## src/rtl/core/drm_pkg.sv

```systemverilog
// ----------------------------------------------------------------------------
// drm_pkg
// Shared types, widths and constants of the distortion remap coordinate
// generator: configuration layout, inter-segment payloads and saturation.
// ----------------------------------------------------------------------------
package drm_pkg;

  // field widths
  localparam int unsigned PIX_W   = 12;
  localparam int unsigned SRC_W   = 24;
  localparam int unsigned CFG_W   = 60;
  localparam int unsigned IDX_W   = 3;
  localparam int unsigned COEF_W  = 20;

  // exact floor division by 125 through a reciprocal multiply
  localparam logic [28:0] RECIP_125   = 29'd274877907;
  localparam int unsigned RECIP_SHIFT = 35;
  // bias that keeps 12*xd + 62 nonnegative, a multiple of 125
  localparam logic signed [31:0] DIV_BIAS   = 32'sd131072000;
  localparam logic signed [26:0] DIV_UNBIAS = 27'sd1048576;

  // register indexes
  typedef enum logic [IDX_W-1:0] {
    REG_K1     = 3'd0,
    REG_K2     = 3'd1,
    REG_K3     = 3'd2,
    REG_P1     = 3'd3,
    REG_P2     = 3'd4,
    REG_CENTER = 3'd5,
    REG_RES_X  = 3'd6,
    REG_RES_Y  = 3'd7
  } drm_reg_e;

  // configuration as seen by the datapath
  typedef struct packed {
    logic signed [31:0] k1;
    logic signed [31:0] k2;
    logic signed [31:0] k3;
    logic signed [31:0] p1;
    logic signed [31:0] p2;
    logic [15:0]        cx;
    logic [15:0]        cy;
    logic [CFG_W-1:0]   res_x;
    logic [CFG_W-1:0]   res_y;
  } drm_cfg_t;

  // offsets and second-order terms
  typedef struct packed {
    logic signed [17:0] x;
    logic signed [17:0] y;
    logic [28:0]        xx;
    logic [28:0]        yy;
    logic signed [29:0] xy;
    logic [29:0]        r2;
  } drm_geom_t;

  // distorted offsets, Q19.4
  typedef struct packed {
    logic signed [23:0] xd;
    logic signed [23:0] yd;
    logic               clip;
  } drm_dist_t;

  // saturate to signed 32 bits
  function automatic logic signed [31:0] sat_s32(input logic signed [39:0] v);
    logic signed [31:0] r;
    if (v > 40'sh007FFFFFFF) begin
      r = 32'sh7FFFFFFF;
    end else if (v < -40'sh0080000000) begin
      r = -32'sh80000000;
    end else begin
      r = v[31:0];
    end
    return r;
  endfunction

  // overflow of signed 24 bits
  function automatic logic ovf_s24(input logic signed [47:0] v);
    return (v > 48'sh7FFFFF) || (v < -48'sh800000);
  endfunction

  // saturate to signed 24 bits
  function automatic logic signed [23:0] sat_s24(input logic signed [47:0] v);
    logic signed [23:0] r;
    if (v > 48'sh7FFFFF) begin
      r = 24'sh7FFFFF;
    end else if (v < -48'sh800000) begin
      r = -24'sh800000;
    end else begin
      r = v[23:0];
    end
    return r;
  endfunction

endpackage

```

## src/rtl/core/drm_geom.sv

```systemverilog
// ----------------------------------------------------------------------------
// drm_geom
// Two-stage segment: offset from the optical center, then squares and cross
// product rounded to Q.4.
// ----------------------------------------------------------------------------
module drm_geom (
  input  logic                      clk_i,
  input  logic                      rst_ni,
  input  drm_pkg::drm_cfg_t         cfg_i,
  input  logic                      in_valid_i,
  output logic                      in_ready_o,
  input  logic [drm_pkg::PIX_W-1:0] col_i,
  input  logic [drm_pkg::PIX_W-1:0] row_i,
  output logic                      out_valid_o,
  input  logic                      out_ready_i,
  output drm_pkg::drm_geom_t        out_o
);
  import drm_pkg::*;

  localparam int unsigned NS = 2;

  logic [NS-1:0] v_q;
  logic [NS-1:0] en;

  // stall chain, a stage moves when empty or when the next one moves
  always_comb begin
    en[NS-1] = ~v_q[NS-1] | out_ready_i;
    for (int k = NS - 2; k >= 0; k--) begin
      en[k] = ~v_q[k] | en[k+1];
    end
  end

  always_ff @(posedge clk_i or negedge rst_ni) begin
    if (!rst_ni) begin
      v_q <= '0;
    end else begin
      if (en[0]) v_q[0] <= in_valid_i;
      if (en[1]) v_q[1] <= v_q[0];
    end
  end

  assign in_ready_o  = en[0];
  assign out_valid_o = v_q[NS-1];

  // stage 1: centered offset, Q.4 pixels
  logic signed [17:0] x_d, y_d, x_q, y_q;
  assign x_d = $signed({2'b00, col_i, 4'b0000}) - $signed({2'b00, cfg_i.cx});
  assign y_d = $signed({2'b00, row_i, 4'b0000}) - $signed({2'b00, cfg_i.cy});

  always_ff @(posedge clk_i) begin
    if (en[0]) begin
      x_q <= x_d;
      y_q <= y_d;
    end
  end

  // stage 2: rounded products
  logic signed [35:0] pxx, pyy, pxy, rxx, ryy, rxy;
  drm_geom_t          g_d, g_q;

  always_comb begin
    pxx    = x_q * x_q;
    pyy    = y_q * y_q;
    pxy    = x_q * y_q;
    rxx    = (pxx + 36'sd8) >>> 4;
    ryy    = (pyy + 36'sd8) >>> 4;
    rxy    = (pxy + 36'sd8) >>> 4;
    g_d.x  = x_q;
    g_d.y  = y_q;
    g_d.xx = rxx[28:0];
    g_d.yy = ryy[28:0];
    g_d.xy = rxy[29:0];
    g_d.r2 = {1'b0, rxx[28:0]} + {1'b0, ryy[28:0]};
  end

  always_ff @(posedge clk_i) begin
    if (en[1]) g_q <= g_d;
  end

  assign out_o = g_q;

endmodule

```

## config.mk

```make
export PLATFORM = sky130hd
export DESIGN_NAME = drm_geom
export DESIGN_NICKNAME = d
export VERILOG_FILES = /design/src/rtl/core/drm_pkg.sv /design/src/rtl/core/drm_geom.sv
export SDC_FILE = /design/constraint.sdc
export NUM_CORES = 2
export LEC_CHECK = 0
export BUFFER_PORTS_ARGS = -buffer_cell sky130_fd_sc_hd__buf_4
export CORE_UTILIZATION = 30
export CTS_CLUSTER_SIZE = 24
export DETAILED_ROUTE_END_ITERATION = 12
export PLACE_DENSITY = 0.5
export SLEW_MARGIN = 5
export SYNTH_ARGS = -nofsm -noshare
export SYNTH_HDL_FRONTEND = slang
export SYNTH_SLANG_ARGS = --single-unit
```

## constraint.sdc

```tcl
create_clock -name clk_i -period 8.85 [get_ports clk_i]
set_input_delay 0.885 -clock clk_i [delete_from_list [all_inputs] [get_ports clk_i]]
set_output_delay 0.885 -clock clk_i [all_outputs]
set_load 0.02 [all_outputs]
```

Yosys cells after proc, flatten, opt, wreduce, memory -nomap -nowiden:

Index checks and enable logic that the tools add are counted.

* bits in writable memories: 0
* output and inout bits: 156
* logic and storage cells: 23
* memory bits (read-only): 0
* register bits after elaboration: 188
* memories: 0
* input bits: 340
* latch bits: 0

* multiply operators: 3
* bitwise gates (word level): 4
* equality and inequality tests: 0
* magnitude comparators: 0
* divide/modulo/power cells: 0
* shift operators: 0
* muxes and demuxes: 0
* reduce and logical (&&, ||, !) cells: 0
* add/subtract/negate cells: 6

Operator list (count)
* adder 33 x 5 -> 33 bit (second input constant): 2
* multiplier 17 x 17 -> 33 bit: 2
* adder 34 x 5 -> 34 bit (second input constant): 1
* multiplier 17 x 17 -> 34 bit: 1
* subtractor 16 x 16 -> 17 bit: 2
* adder 29 x 29 -> 30 bit: 1
* NOT 1 bit: 2
* OR 1 bit: 2

Logic depth before layout (Yosys ltp):

* depth in word-level cells: 3
* gate-level depth with buffers: 36
* depth with buffers taken out: 35

Worst setup path after synthesis:

OpenSTA, ideal clock, no wires.

* path kind: register -> register
* from: reg x_q[4]
* to: reg g_q, in the netlist out_o[27], data pin
* path buffers: 2
* period minus slack after synthesis: 7777 ps
* cell stages (with the launch flop): 34
* arrival time: 7518 ps
* path slack: 1073 ps
* required time: 8591 ps
* cell sequence: edfxtp_1 clkbuf_1 clkbuf_1 nand2_1 inv_1 fa_1 inv_1 fa_1 fa_1 inv_1 fa_1 fa_1 inv_1 fa_1 inv_1 ha_1 a211oi_1 nand2_1 a211oi_2 nor2_1 a31o_2 a21o_1 a21oi_1 xnor2_1 ha_1 nand2_1 nor2_1 nand4_1 a21oi_1 a31oi_1 nand4b_1 o211ai_1 a41oi_1 xnor2_1

RTL lines
* from (decl): RTL line drm_geom.sv:46 `logic signed [17:0] x_d, y_d, x_q, y_q;`
* from (signal assigned): RTL line drm_geom.sv:52 `x_q <= x_d;`
* to (signal assigned): RTL line drm_geom.sv:77 `if (en[1]) g_q <= g_d;`
* to (decl): RTL line drm_geom.sv:59 `drm_geom_t g_d, g_q;`

==> flow_metrics.py <==
metrics = {
    "synth": {
        "syn_area_per_cell_um2": 9.863,
        "ys.flop_type": "edfxtp_1",
        "yosysWarnings": 0,
        "ys_types": 79,
        "synth_fp_nets": 5366,
        "ys_seq_area_share_pct": 14.65,
        "synth_cells": 3900,
        "async_reset_ff_share_pct": 1.064,
        "ys_ff_latch": 188,
        "synth_edf_count": 186,
        "synth_top_cells_by_area": "fa_1, edfxtp_1, inv_1",
        "yosysTopAreaCellShare_pct": 43.09,
        "synth_area_leader_cell": "fa_1",
        "syn_area_um2": 38470,
    },
    "floorplanning": {
        "core_area_um2": 127400,
        "die_area_um2": 129700,
        "io_pins": 496,
        "num_rows": 131,
        "initial_core_util_pct": 30.20,
        "fp.dieW_um": 360.1,
        "die_h_um": 360.1,
    },
    "timing": {
        "setup_viol": 0,
        "timing.final.crit_share_pct": 95.00,
        "rsz0062_at_grt": "no",
        "fin_crit_ns": 8.407,
        "fin_worst_skew_ns": 0.01865,
        "relSlewSlack_pct": 29.40,
        "fmax_ghz": 0.1189,
        "setup_tns_ns": 0,
        "maxSlewViolCount": 0,
        "worst_pin_slew_ns": 1.059,
        "finalHoldViolations": 0,
    },
    "worst_setup_path": {
        "crit_path_end_kind": "flop",
        "cp_num_buf_inv": 7,
        "crit_path_start_kind": "flop",
        "ff2ff_path_depth": 32,
        "r2r_end": "out_o[27]",
        "path_max_fanout": 10,
        "crit_family": "adder cells",
        "max_stage_delay_ns": 0.59,
        "critPathKind": "reg -> reg",
        "critPathSlowestCell": "edfxtp_1",
        "reg2reg_slack_ns": 0.44,
        "reg2reg_from": "x_q[9]",
        "arrival_ns": 8.69,
        "required_ns": 9.14,
        "critPathMostFrequentCell": "fa_1",
    },
    "final_layout": {
        "final_nets": 5600,
        "syn_to_final_growth_pct": 12.42,
        "layout-drive-gt1-share_pct": 9.477,
        "fin_cells": 5810,
        "final_common_cell": "inv_1",
        "layout_common_cells": "inv_1, fa_1, nand2_1, buf_4, ha_1",
        "fin_area_um2": 43240,
        "n_fill_cell": 13159,
    },
    "clock_network": {
        "clk_latency_ns": 0.54,
        "htree_levels": 4,
        "cts_tree": "built",
        "cts-hold-fix-buffers": 0,
        "cts_sinks": 188,
        "cts-root-buf": "clkbuf_16",
        "cts_buffers": 17,
        "clockBufferDepth": 2,
        "clk_pin_slew_ns": 0.08,
    },
    "worst_hold_path": {
        "min_path_type": "in -> async",
    },
    "detailed_routing": {
        "viasPerCell": 4.532,
        "drt_iter0_markers": 1541,
        "postRouteAntennaNets": 0,
        "vias": 26331,
        "route.detailed.drc": 0,
        "totalWireLength_um": 95490,
        "dr.pass1.iters": 5,
        "wl_per_cell_um": 16.44,
    },
    "grt": {
        "track_usage_pct": 15.55,
        "overflow": 0,
        "grt_max_degree": 68,
        "first_global_vias": 28050,
        "grt_pass1_wl_um": 155300,
        "grt_antenna_before_repair": 1,
    },
    "placement": {
        "port_buffers": 215,
        "gp_congestion": 0.8163,
        "dp_hpwl_um": 82380,
        "dpl_cell_area_um2": 42620,
        "dp.cells": 5773,
    },
    "status": {
        "status": "finished clean",
    },
    "run": {
        "maxCapViolations": 0,
    },
}
-- cell type report --
type	count	area, um2	area share [%]
clock inverter	14	158.9	0.3675
inverter	1056	3964	9.166
multi-input combinational	2531	28400	65.67
antenna	1	2.502	0.005787
tap	1662	2079	4.809
clock buffer	18	429.2	0.9924
timing repair buffer	340	2577	5.960
sequential	188	5635	13.03
-- worst max-delay path by stage --
stage / to / slack, ns / cells past startpoint / start
after floorplan: out_o[27] / 1.07 / 33 / x_q[4]
after global placement: out_o[28] / 0.43 / 34 / x_q[2]
after detailed placement: out_o[28] / 0.44 / 30 / y_q[2]
after CTS: out_o[28] / 0.40 / 30 / y_q[2]
after global routing: out_o[27] / 0.003 / 33 / y_q[4]
final: out_o[27] / 0.44 / 32 / x_q[9]
-- routing by layer --
metal	vias to the layer above	track usage, %	part of all wire, %
li1	12191	-	-
met1	13653	22.15	49
met2	439	25.29	47
met3	48	1.812	3.5
met4	0	3.285	1.3
met5	-	0	0
-- cell families after synthesis --
logic type,after synthesis,share of synthesized area (%)
muxes,2,0.05205
DFF,188,14.65
buffers and inverters,1181,11.55
xor gates and xnor gates,151,3.507
AOI/OAI and AO/OA,376,6.467
adders and majority gates,1126,52.79
and+or+nand+nor,876,10.99
-- per-stage QoR --
step	util [%]	hold slack [ns]	setup WS [ns]
global route	33.95	0.07220	0.003139
global placement	33.47	0.4624	0.4319
finish	33.95	0.1129	0.4429
detailed placement	33.47	0.4646	0.4407
CTS	33.93	0.03037	0.3982
floorplan	-	0.4244	1.073
-- sequential cells by signal, summed over array words and instances (netlist names) --
signal  count
v_q         2
out_o     152
x_q        17
y_q        17
-- synth_stat cells (3+ instances only) --
master	instances
inv_1	1054
fa_1	828
nand2_1	381
ha_1	298
and2_1	206
edfxtp_1	186
clkbuf_1	121
nor2_1	117
xnor2_1	108
a21oi_1	105
o21ai_0	72
a21o_1	42
xor2_1	41
nand2b_1	39
nor3_1	29
o21a_1	23
a211oi_1	21
nor2b_1	21
nand3_1	18
a31oi_1	17
o211ai_1	16
and3_1	14
o21bai_1	14
nor4_1	8
a21boi_0	7
nand4_1	7
o2111ai_1	7
or2_2	6
nand3b_1	5
nand4b_1	5
o21ai_1	5
o31a_1	5
or3_1	5
a211o_1	4
and4_1	4
a22oi_1	3
o311ai_0	3
-- timing repair --
item | in CTS | in global routing
resized for setup | 0 | 1
setup buffers | 0 | 4
setup endpoints to repair | 0 | 1
Power is left out: the tool's default activity adds up to more than one toggle a clock period on the data nets, which glitch-free logic cannot reach.
